==> src/sv/sost_pkg.sv <==
// ----------------------------------------------------------------------------
// sost_pkg
// Shared constants and types of the seat occupancy session tracker.
// ----------------------------------------------------------------------------
`timescale 1ns / 1ps
`default_nettype none

package sost_pkg;

  localparam int AVG_WINDOW = 8;
  localparam int LOG_DEPTH  = 16;
  localparam int FREE_SCALE = 10;

  localparam int READ_W  = 16;
  localparam int TIME_W  = 32;
  localparam int COUNT_W = 16;
  localparam int FTU_W   = 13;
  localparam int PAUSE_W = FTU_W + 4;
  localparam int SLOT_W  = 4;
  localparam int RING_W  = $clog2(LOG_DEPTH);
  localparam int WIN_W   = $clog2(AVG_WINDOW);
  localparam int SUM_W   = READ_W + $clog2(AVG_WINDOW + 1);
  localparam int CFG_IDX_W  = 3;
  localparam int CFG_DATA_W = 16;

  localparam logic [COUNT_W-1:0] COUNT_MAX = '1;

  typedef enum logic [CFG_IDX_W-1:0] {
    CFG_EMPTY_LEVEL_A     = 3'd0,
    CFG_EMPTY_LEVEL_B     = 3'd1,
    CFG_HEAVY_MARGIN      = 3'd2,
    CFG_FREE_TIME_UNITS   = 3'd3,
    CFG_SIT_CONFIRM_TICKS = 3'd4,
    CFG_BROKEN_LIMIT_A    = 3'd5,
    CFG_BROKEN_LIMIT_B    = 3'd6
  } cfg_idx_t;

  typedef struct packed {
    logic [READ_W-1:0] empty_level_a;
    logic [READ_W-1:0] empty_level_b;
    logic [READ_W-1:0] heavy_margin;
    logic [FTU_W-1:0]  free_time_units;
    logic [COUNT_W-1:0] sit_confirm_ticks;
    logic [READ_W-1:0] broken_limit_a;
    logic [READ_W-1:0] broken_limit_b;
  } cfg_t;

  typedef struct packed {
    logic [CFG_IDX_W-1:0]  index;
    logic [CFG_DATA_W-1:0] value;
  } cfg_req_t;

  typedef struct packed {
    logic [READ_W-1:0] reading_a;
    logic [READ_W-1:0] reading_b;
    logic [TIME_W-1:0] now_seconds;
  } in_item_t;

  typedef struct packed {
    logic              rider_present;
    logic              sensor_broken;
    logic              session_started;
    logic              session_ended;
    logic [SLOT_W-1:0] log_slot;
    logic [TIME_W-1:0] start_time;
    logic [TIME_W-1:0] duration;
    logic [READ_W-1:0] average_a;
    logic [READ_W-1:0] average_b;
  } out_item_t;

  typedef struct packed {
    logic              rider_present;
    logic              session_started;
    logic              session_ended;
    logic [SLOT_W-1:0] log_slot;
    logic [TIME_W-1:0] start_time;
    logic [TIME_W-1:0] duration;
  } sess_res_t;

endpackage

`default_nettype wire

==> src/sv/sost_in_if.sv <==
// ----------------------------------------------------------------------------
// sost_in_if
// Sample request channel: valid, ready and one tick of readings.
// ----------------------------------------------------------------------------
`timescale 1ns / 1ps
`default_nettype none

interface sost_in_if import sost_pkg::*; ();
  logic     valid;
  logic     ready;
  in_item_t data;

  modport source (output valid, output data, input ready);
  modport sink (input valid, input data, output ready);
endinterface

`default_nettype wire

==> src/sv/sost_out_if.sv <==
// ----------------------------------------------------------------------------
// sost_out_if
// Result request channel: valid, ready and one tick of results.
// ----------------------------------------------------------------------------
`timescale 1ns / 1ps
`default_nettype none

interface sost_out_if import sost_pkg::*; ();
  logic      valid;
  logic      ready;
  out_item_t data;

  modport source (output valid, output data, input ready);
  modport sink (input valid, input data, output ready);
endinterface

`default_nettype wire

==> src/sv/sost_cfg_if.sv <==
// ----------------------------------------------------------------------------
// sost_cfg_if
// Configuration write channel: valid, ready, register index and value.
// ----------------------------------------------------------------------------
`timescale 1ns / 1ps
`default_nettype none

interface sost_cfg_if import sost_pkg::*; ();
  logic     valid;
  logic     ready;
  cfg_req_t data;

  modport source (output valid, output data, input ready);
  modport sink (input valid, input data, output ready);
endinterface

`default_nettype wire

==> src/sv/sost_cfg_regs.sv <==
// ----------------------------------------------------------------------------
// sost_cfg_regs
// Configuration register file, written one register per request.
// ----------------------------------------------------------------------------
`timescale 1ns / 1ps
`default_nettype none

module sost_cfg_regs import sost_pkg::*; (
  input  wire        clk,
  input  wire        rst,
  sost_cfg_if.sink   cfg,
  output cfg_t       regs
);

  assign cfg.ready = 1'b1;

  always_ff @(posedge clk) begin
    if (rst) begin
      regs.empty_level_a     <= 16'd1000;
      regs.empty_level_b     <= 16'd1000;
      regs.heavy_margin      <= 16'd100;
      regs.free_time_units   <= 13'd30;
      regs.sit_confirm_ticks <= 16'd50;
      regs.broken_limit_a    <= 16'd60000;
      regs.broken_limit_b    <= 16'd60000;
    end else if (cfg.valid) begin
      case (cfg.data.index)
        CFG_EMPTY_LEVEL_A:     regs.empty_level_a     <= cfg.data.value;
        CFG_EMPTY_LEVEL_B:     regs.empty_level_b     <= cfg.data.value;
        CFG_HEAVY_MARGIN:      regs.heavy_margin      <= cfg.data.value;
        CFG_FREE_TIME_UNITS:   regs.free_time_units   <= cfg.data.value[FTU_W-1:0];
        CFG_SIT_CONFIRM_TICKS: regs.sit_confirm_ticks <= cfg.data.value;
        CFG_BROKEN_LIMIT_A:    regs.broken_limit_a    <= cfg.data.value;
        CFG_BROKEN_LIMIT_B:    regs.broken_limit_b    <= cfg.data.value;
        default: ;
      endcase
    end
  end

endmodule

`default_nettype wire

==> src/sv/sost_window.sv <==
// ----------------------------------------------------------------------------
// sost_window
// Moving average over the last AVG_WINDOW readings with a running sum.
// ----------------------------------------------------------------------------
`timescale 1ns / 1ps
`default_nettype none

module sost_window import sost_pkg::*; (
  input  wire               clk,
  input  wire               rst,
  input  wire               advance,
  input  wire  [READ_W-1:0] sample,
  output logic [READ_W-1:0] average
);

  logic [READ_W-1:0] taps [AVG_WINDOW];
  logic [SUM_W-1:0]  sum;
  logic [SUM_W-1:0]  sum_next;
  logic [SUM_W-1:0]  quot;

  assign sum_next = sum + SUM_W'(sample) - SUM_W'(taps[0]);
  assign quot     = sum_next / SUM_W'(AVG_WINDOW);
  assign average  = quot[READ_W-1:0];

  always_ff @(posedge clk) begin
    if (rst) begin
      sum <= '0;
      for (int i = 0; i < AVG_WINDOW; i++) taps[i] <= '0;
    end else if (advance) begin
      sum <= sum_next;
      for (int i = 0; i < AVG_WINDOW - 1; i++) taps[i] <= taps[i+1];
      taps[AVG_WINDOW-1] <= sample;
    end
  end

endmodule

`default_nettype wire

==> src/sv/sost_session.sv <==
// ----------------------------------------------------------------------------
// sost_session
// Heavy/free counting, session start and end, and the ring slot index.
// ----------------------------------------------------------------------------
`timescale 1ns / 1ps
`default_nettype none

module sost_session import sost_pkg::*; (
  input  wire        clk,
  input  wire        rst,
  input  wire        advance,
  input  in_item_t   item,
  input  cfg_t       regs,
  output sess_res_t  res
);

  logic               rider_flag;
  logic [COUNT_W-1:0] heavy_count;
  logic [COUNT_W-1:0] free_count;
  logic [TIME_W-1:0]  last_heavy_time;
  logic [TIME_W-1:0]  session_start;
  logic [RING_W-1:0]  ring_head;

  logic               rider_flag_next;
  logic [COUNT_W-1:0] heavy_count_next;
  logic [COUNT_W-1:0] free_count_next;
  logic [TIME_W-1:0]  last_heavy_time_next;
  logic [TIME_W-1:0]  session_start_next;
  logic [RING_W-1:0]  ring_head_next;

  logic               heavy;
  logic [COUNT_W-1:0] hc1;
  logic [COUNT_W-1:0] fc1;
  logic [COUNT_W-1:0] hc2;
  logic [PAUSE_W-1:0] pause;
  logic               end_hit;
  logic               start_hit;
  logic               ended;
  logic               started;
  logic               rider2;

  always_comb begin
    heavy = ({1'b0, item.reading_a} + {1'b0, regs.heavy_margin} < {1'b0, regs.empty_level_a})
         || ({1'b0, item.reading_b} + {1'b0, regs.heavy_margin} < {1'b0, regs.empty_level_b});
    hc1 = heavy ? ((heavy_count != COUNT_MAX) ? heavy_count + 1'b1 : heavy_count)
                : heavy_count;
    fc1 = heavy ? '0 : ((free_count != COUNT_MAX) ? free_count + 1'b1 : free_count);
    last_heavy_time_next = heavy ? item.now_seconds : last_heavy_time;

    pause   = PAUSE_W'(regs.free_time_units) * PAUSE_W'(FREE_SCALE);
    end_hit = PAUSE_W'(fc1) > pause;
    ended   = end_hit && rider_flag;
    rider2  = rider_flag && !end_hit;
    hc2     = end_hit ? '0 : hc1;
    free_count_next = end_hit ? '0 : fc1;
    ring_head_next  = !ended ? ring_head
                    : (ring_head == RING_W'(LOG_DEPTH - 1)) ? '0 : ring_head + 1'b1;

    start_hit          = hc2 > regs.sit_confirm_ticks;
    started            = start_hit && !rider2;
    rider_flag_next    = rider2 || start_hit;
    heavy_count_next   = start_hit ? '0 : hc2;
    session_start_next = started ? item.now_seconds : session_start;

    res.rider_present   = rider_flag_next;
    res.session_started = started;
    res.session_ended   = ended;
    res.log_slot        = SLOT_W'(ring_head);
    res.start_time      = session_start_next;
    res.duration        = ended ? last_heavy_time_next - session_start : '0;
  end

  always_ff @(posedge clk) begin
    if (rst) begin
      rider_flag      <= 1'b0;
      heavy_count     <= '0;
      free_count      <= '0;
      last_heavy_time <= '0;
      session_start   <= '0;
      ring_head       <= '0;
    end else if (advance) begin
      rider_flag      <= rider_flag_next;
      heavy_count     <= heavy_count_next;
      free_count      <= free_count_next;
      last_heavy_time <= last_heavy_time_next;
      session_start   <= session_start_next;
      ring_head       <= ring_head_next;
    end
  end

endmodule

`default_nettype wire

==> src/sv/seat_occupancy_session_tracker.sv <==
// ----------------------------------------------------------------------------
// seat_occupancy_session_tracker
// Seat occupancy session tracker: one result per sensor tick.
//
// Channels: sample_ch takes one request per tick (reading_a, reading_b,
// now_seconds); result_ch returns one request per tick with the session
// flags, ring slot, start time, duration and both moving averages; cfg
// writes one configuration register per request (index 0..6, other
// indexes ignored) and is always ready. Write it only while idle.
// An accepted sample passes through the input register, then the result
// register. Throughput: one tick per cycle while result_ch is ready; the
// session state and the window sums update once per tick, in the cycle
// the tick moves from the input register to the result register.
// Reset (synchronous, active high) restores the register defaults, clears
// the session state and both windows, and empties both registers.
// Receiver stall: the result register holds; if the input register is empty
// it takes one more sample, then sample_ch.ready drops until result_ch moves.
// ----------------------------------------------------------------------------
`timescale 1ns / 1ps
`default_nettype none

module seat_occupancy_session_tracker import sost_pkg::*; (
  input  wire         clk,
  input  wire         rst,
  sost_in_if.sink     sample_ch,
  sost_out_if.source  result_ch,
  sost_cfg_if.sink    cfg
);

  cfg_t        regs;
  sess_res_t   sess;
  logic        stage_valid;
  in_item_t    stage_item;
  logic        result_valid;
  out_item_t   result_item;
  logic        advance;
  logic [READ_W-1:0] avg_a;
  logic [READ_W-1:0] avg_b;

  assign advance         = stage_valid && (!result_valid || result_ch.ready);
  assign sample_ch.ready = !stage_valid || advance;
  assign result_ch.valid = result_valid;
  assign result_ch.data  = result_item;

  sost_cfg_regs u_cfg (
    .clk  (clk),
    .rst  (rst),
    .cfg  (cfg),
    .regs (regs)
  );

  sost_session u_session (
    .clk     (clk),
    .rst     (rst),
    .advance (advance),
    .item    (stage_item),
    .regs    (regs),
    .res     (sess)
  );

  sost_window u_win_a (
    .clk     (clk),
    .rst     (rst),
    .advance (advance),
    .sample  (stage_item.reading_a),
    .average (avg_a)
  );

  sost_window u_win_b (
    .clk     (clk),
    .rst     (rst),
    .advance (advance),
    .sample  (stage_item.reading_b),
    .average (avg_b)
  );

  always_ff @(posedge clk) begin
    if (rst) begin
      stage_valid <= 1'b0;
    end else if (sample_ch.ready) begin
      stage_valid <= sample_ch.valid;
    end
  end

  always_ff @(posedge clk) begin
    if (sample_ch.valid && sample_ch.ready) begin
      stage_item <= sample_ch.data;
    end
  end

  always_ff @(posedge clk) begin
    if (rst) begin
      result_valid <= 1'b0;
    end else if (advance) begin
      result_valid <= 1'b1;
    end else if (result_ch.ready) begin
      result_valid <= 1'b0;
    end
  end

  always_ff @(posedge clk) begin
    if (advance) begin
      result_item.rider_present   <= sess.rider_present;
      result_item.sensor_broken   <= (avg_a > regs.broken_limit_a)
                                  || (avg_b > regs.broken_limit_b);
      result_item.session_started <= sess.session_started;
      result_item.session_ended   <= sess.session_ended;
      result_item.log_slot        <= sess.log_slot;
      result_item.start_time      <= sess.start_time;
      result_item.duration        <= sess.duration;
      result_item.average_a       <= avg_a;
      result_item.average_b       <= avg_b;
    end
  end

endmodule

`default_nettype wire
==> src/flat_wrapper.sv <==
// flat-port wrapper written by rule: the top's interface ports become plain ports
module seat_occupancy_session_tracker_flat import sost_pkg::*;
  (clk, rst, sample_ch_valid, sample_ch_data, sample_ch_ready, result_ch_valid, result_ch_data, result_ch_ready, cfg_valid, cfg_data, cfg_ready);
  sost_in_if sample_ch_i ();
  sost_out_if result_ch_i ();
  sost_cfg_if cfg_i ();
  input  wire clk;
  input  wire rst;
  input wire logic [$bits(sample_ch_i.valid)-1:0] sample_ch_valid;
  input wire logic [$bits(sample_ch_i.data)-1:0] sample_ch_data;
  output wire logic [$bits(sample_ch_i.ready)-1:0] sample_ch_ready;
  output wire logic [$bits(result_ch_i.valid)-1:0] result_ch_valid;
  output wire logic [$bits(result_ch_i.data)-1:0] result_ch_data;
  input wire logic [$bits(result_ch_i.ready)-1:0] result_ch_ready;
  input wire logic [$bits(cfg_i.valid)-1:0] cfg_valid;
  input wire logic [$bits(cfg_i.data)-1:0] cfg_data;
  output wire logic [$bits(cfg_i.ready)-1:0] cfg_ready;
  assign sample_ch_i.valid = sample_ch_valid;
  assign sample_ch_i.data = sample_ch_data;
  assign sample_ch_ready = sample_ch_i.ready;
  assign result_ch_valid = result_ch_i.valid;
  assign result_ch_data = result_ch_i.data;
  assign result_ch_i.ready = result_ch_ready;
  assign cfg_i.valid = cfg_valid;
  assign cfg_i.data = cfg_data;
  assign cfg_ready = cfg_i.ready;
  seat_occupancy_session_tracker u_core (.clk(clk), .rst(rst), .sample_ch(sample_ch_i), .result_ch(result_ch_i), .cfg(cfg_i));
endmodule
==> config.mk <==
export PLATFORM = sky130hd
export DESIGN_NAME = seat_occupancy_session_tracker_flat
export DESIGN_NICKNAME = d
export VERILOG_FILES = /design/src/sv/sost_pkg.sv /design/src/sv/sost_in_if.sv /design/src/sv/sost_out_if.sv /design/src/sv/sost_cfg_if.sv /design/src/sv/sost_cfg_regs.sv /design/src/sv/sost_window.sv /design/src/sv/sost_session.sv /design/src/sv/seat_occupancy_session_tracker.sv /design/src/flat_wrapper.sv
export SDC_FILE = /design/constraint.sdc
export NUM_CORES = 1
export LEC_CHECK = 0
export BUFFER_PORTS_ARGS = -buffer_cell sky130_fd_sc_hd__buf_2
export CAP_MARGIN = 40
export CORE_AREA = 4 4 340 342
export DETAILED_ROUTE_END_ITERATION = 10
export DIE_AREA = 0 0 344 346
export SLEW_MARGIN = 15
export SYNTH_ARGS = -nofsm -noshare
export SYNTH_HDL_FRONTEND = slang
export SYNTH_SLANG_ARGS = --single-unit
==> constraint.sdc <==
create_clock -name clk -period 8.9 [get_ports clk]
set_clock_uncertainty 0.1 [all_clocks]
set_input_delay 0.89 -clock clk [delete_from_list [all_inputs] [get_ports clk]]
set_output_delay 0.89 -clock clk [all_outputs]
set_load 0.05 [all_outputs]
==> reports/qor.csv <==
stage,metric,value,unit
floorplan,core area,0.112,mm^2
worst_setup_path,CP endpoint kind,flip-flop,
logic_synthesis,Synth warnings,0,
worst_setup_path,Critical Path Most Common Cell,o21ai_0,
worst_setup_path,critical path class,reg -> reg,
global_routing,total grt overflow,0,
worst_hold_path,Hold/Removal Path Class,in -> reg,
worst_setup_path,CP Launch Type,flip-flop,
placement,Post-DP Area,0.0363,mm^2
clocking,Post-CTS Setup Bufs,0,
clocking,Sink Count,674,
floorplan,Die H,346,um
final_layout,Seq. cell area,0.0177,mm^2
pwr,PwrDens,234,mW/mm^2
floorplan,Total Die Area,0.119,mm^2
clocking,CTS Buf Count,77,
floorplan,row cnt,123,
logic_synthesis,Synth Instances,3183,
logic_synthesis,Netlist Area Pre-Place,0.0336,mm^2
final_layout,fraction of layout instances using a drive strength above 1,12.0,%
clocking,hold buffers post-CTS,0,
detailed_routing,Vias,23199,
detailed_routing,DRC,0,
detailed_routing,WL final,81800,um
placement,GP Congestion,0.871,
logic_synthesis,Synth Net Count,3526,
floorplan,Initial Util,29.9,%
placement,port buffer count,193,
detailed_routing,antenna-violating nets left,0,
worst_setup_path,slowest CP cell,a211oi_1,
placement,Post-DP HPWL,56900,um
timing,Tmin final,8.28,ns
worst_setup_path,RR Endpoint,u_core.result_ch.data[62],
worst_setup_path,crit path DAT,8.64,ns
global_routing,first-pass GRT wire length,127000,um
timing,Final Hold Fails,0,
floorplan,Ports,195,
worst_hold_path,hold_sp,sample_ch_data[61],
worst_setup_path,Worst path max stage delay,0.70,ns
detailed_routing,Initial DRT Pass Iterations,7,
timing,setup TNS,0,ns
clocking,Longest Clk Path Bufs,3,
final_layout,footprint of the multi-input gates,0.0143,mm^2
worst_hold_path,worst hold stages,1,
logic_synthesis,Syn Area/Cell,10.6,um^2
clocking,post-cts sizing count,0,
logic_synthesis,post-synthesis register bit count,674,
worst_setup_path,Worst Path Required,9.25,ns
timing,RSZ-0062 raised after global routing,false,
timing,worst slew pin tran,0.867,ns
clocking,Clock Latency Late Sink,0.65,ns
clocking,H-tree depth,3,
clocking,Clock transition at path regs,0.06,ns
worst_setup_path,reg2reg start,u_core.stage_item[33],
logic_synthesis,post-synthesis sequential area ratio,52.8,%
logic_synthesis,top_reg_cell synth,edfxtp_1,
flow_run,max-cap viol count,0,
timing,Slew Limit Headroom,42.0,%
global_routing,vias in the first global route,21879,
pwr,P_leak,0.0162,uW
final_layout,# fillers,11268,
logic_synthesis,number of synthesized flops with an enable pin,424,
global_routing,largest net degree at the start of global routing,161,
detailed_routing,Vias/cell,4.70,
logic_synthesis,Synth cell types,77,
timing,Final Setup Violations,0,
timing,crit share post-route,93.1,%
global_routing,initial antenna violation count,4,
final_layout,area grow syn2layout,16.4,%
clocking,CTS tree,built,
detailed_routing,Avg WL per Cell,16.6,um
logic_synthesis,ys async rst share,0,%
status,status,"finished, final reports clean",
worst_setup_path,worst reg2reg path depth,28,
pwr,Max VDD drop,166,uV
final_layout,fin area,0.0391,mm^2
global_routing,total track usage,13.5,%
timing,Fmax,121,MHz
worst_hold_path,Hold Path End,u_core.stage_item[61],
worst_setup_path,Critical Path Fanout Max,44,
floorplan,Die Width,344,um
worst_setup_path,"setup slack, reg-to-reg",0.62,ns
detailed_routing,DR iter-0 viols,1661,
timing,Final Slew Violations,0,
clocking,clk root buf,clkbuf_16,
final_layout,Final nets,3709,
power by group:
part	internal, uW	switching [uW]
combinational	754	1320
sequential	3580	101
clock	2030	1360
sequential cells by signal, indices dropped and copies added, names as in the netlist:
register,cells
u_core.u_win_a.sum,19
u_core.u_session.session_start,32
u_core.u_win_b.taps,128
u_core.stage_item,64
u_core.u_session.heavy_count,16
u_core.u_cfg.regs,109
u_core.result_ch.data,104
u_core.stage_valid,1
u_core.u_session.rider_flag,1
u_core.u_session.ring_head,4
u_core.u_session.last_heavy_time,32
u_core.u_win_b.sum,19
u_core.result_ch.valid,1
u_core.u_win_a.taps,128
u_core.u_session.free_count,16
how the worst max path moves through the flow:
| stage | from | to | slack, ns | depth (start not counted) |
|---|---|---|---|---|
| final | u_core.stage_item[33] | u_core.result_ch.data[62] | 0.62 | 28 |
| after CTS | u_core.stage_item[33] | u_core.result_ch.data[93] | 0.31 | 33 |
| after global routing | u_core.stage_item[33] | u_core.result_ch.data[62] | 0.07 | 28 |
| after floorplan | u_core.stage_item[49] | u_core.result_ch.data[72] | 0.96 | 39 |
| after detailed placement | u_core.stage_item[33] | u_core.result_ch.data[93] | 0.36 | 33 |
| after global placement | u_core.stage_item[33] | u_core.result_ch.data[92] | 0.49 | 34 |
layout make-up:
| type | instances | share of cell area (%) |
|---|---|---|
| Multi-Input combinational cell | 2092 | 36.5 |
| Antenna cell | 2 | 0.0128 |
| Clock buffer | 103 | 5.44 |
| Inverter | 295 | 2.88 |
| Tap cell | 1500 | 4.80 |
| Sequential cell | 674 | 45.3 |
| Clock inverter | 40 | 1.54 |
| Timing Repair Buffer | 226 | 3.48 |
cell usage in the layout (no fill, tap or decap), types with 7 or more instances in the layout:
master | synthesis | final
a21o_1 | 52 | 52
bufinv_16 | 0 | 11
and2_1 | 198 | 197
a211o_1 | 17 | 16
nand2_1 | 326 | 326
a2111oi_0 | 10 | 9
nand4_1 | 28 | 28
nor2_1 | 268 | 266
mux2_1 | 29 | 29
fa_1 | 36 | 36
o21a_1 | 28 | 28
or3_1 | 12 | 12
mux2i_1 | 46 | 46
nor4_1 | 7 | 7
clkbuf_1 | 86 | 18
and3_1 | 20 | 20
o21ai_0 | 71 | 70
nand2b_1 | 20 | 18
a21oi_1 | 232 | 232
nor3_1 | 54 | 52
mux2_2 | 33 | 33
nand3b_1 | 22 | 22
nor2b_1 | 56 | 56
xnor2_1 | 74 | 74
a22o_1 | 11 | 10
edfxtp_1 | 424 | 424
nand3_1 | 52 | 52
clkbuf_16 | 0 | 79
o21bai_1 | 16 | 16
buf_4 | 1 | 23
ha_1 | 219 | 219
inv_1 | 293 | 293
clkinv_2 | 0 | 9
xor2_1 | 37 | 37
buf_2 | 12 | 193
dfxtp_1 | 250 | 250
a211oi_1 | 18 | 17
synthesized netlist by cell type, types with 5 or more instances:
cell type  instances  area share (%)
nand2_1          326             3.6
dfxtp_1          250              15
or3_1             12            0.22
a21o_1            52             1.2
buf_1             15            0.17
xnor2_1           74             1.9
mux2_2            33             1.1
o21a_1            28            0.63
edfxtp_1         424              38
nor2b_1           56             1.0
a211o_1           17            0.44
and4_1             6            0.16
clkbuf_1          86            0.96
a21oi_1          232             3.5
o21ai_0           71             1.1
a31o_2             6            0.16
fa_1              36             2.1
nor4_1             7            0.13
mux2i_1           46             1.4
nand4_1           28            0.52
nand3b_1          22            0.49
a311oi_1           6            0.16
buf_6              8            0.27
a211oi_1          18            0.40
a22o_1            11            0.29
ha_1             219             8.2
buf_2             12            0.18
nor3_1            54            0.80
inv_1            293             3.3
mux2_1            29            0.97
and3_1            20            0.37
a31oi_1            5           0.093
nor2_1           268             3.0
o21bai_1          16            0.36
nand2b_1          20            0.37
and2_1           198             3.7
o31a_1             6            0.16
xor2_1            37            0.96
a2111oi_0         10            0.26
nand3_1           52            0.77
per-stage QoR:
stage               hold WS, ns  cells  total power, uW  utilization [%]  setup WS (ns)
global route              0.281   4932             9630             34.8         0.0716
detailed placement        0.346   4784             5810             32.3          0.361
floorplan                 0.332   3183             5220                -          0.963
CTS                       0.271   4927             9250             34.7          0.311
global placement          0.342   4778             5780             32.2          0.485
finish                    0.324   4932             9150             34.8          0.615
critical path: cells and delay by family, from the launching register on:
family                   cells  cell delay, ns
AO/OA/AOI/OAI               20            5.21
XOR/XNOR                     1            0.14
adder cells (fa/ha/maj)      4            1.20
buffers and inverters        1            0.61
flip-flops                   1            0.38
multiplexers                 1            0.21
AND/OR/NAND/NOR              1            0.22
metal layers:
layer  track usage, %  up-vias  routed length, um
met3             2.81      123               5000
met5                0        -                  0
met1             19.5    11145              39200
li1                 -    11393                  -
met4             3.87        0               1990
met2             20.3      538              35600
logic make-up (layout without fill, tap and decap cells):
logic type | after synthesis | count (layout) | share of synthesized area [%]
flip-flops | 674 | 674 | 52.8
buffers and inverters | 417 | 664 | 4.89
other | 1 | 3 | 0.0112
AO/OA/AOI/OAI | 531 | 531 | 10.0
AND/OR/NAND/NOR | 1086 | 1086 | 15.6
adder cells (fa/ha/maj) | 255 | 255 | 10.3
multiplexers | 108 | 108 | 3.45
XOR/XNOR | 111 | 111 | 2.89
(Power assumes the default switching activity.)
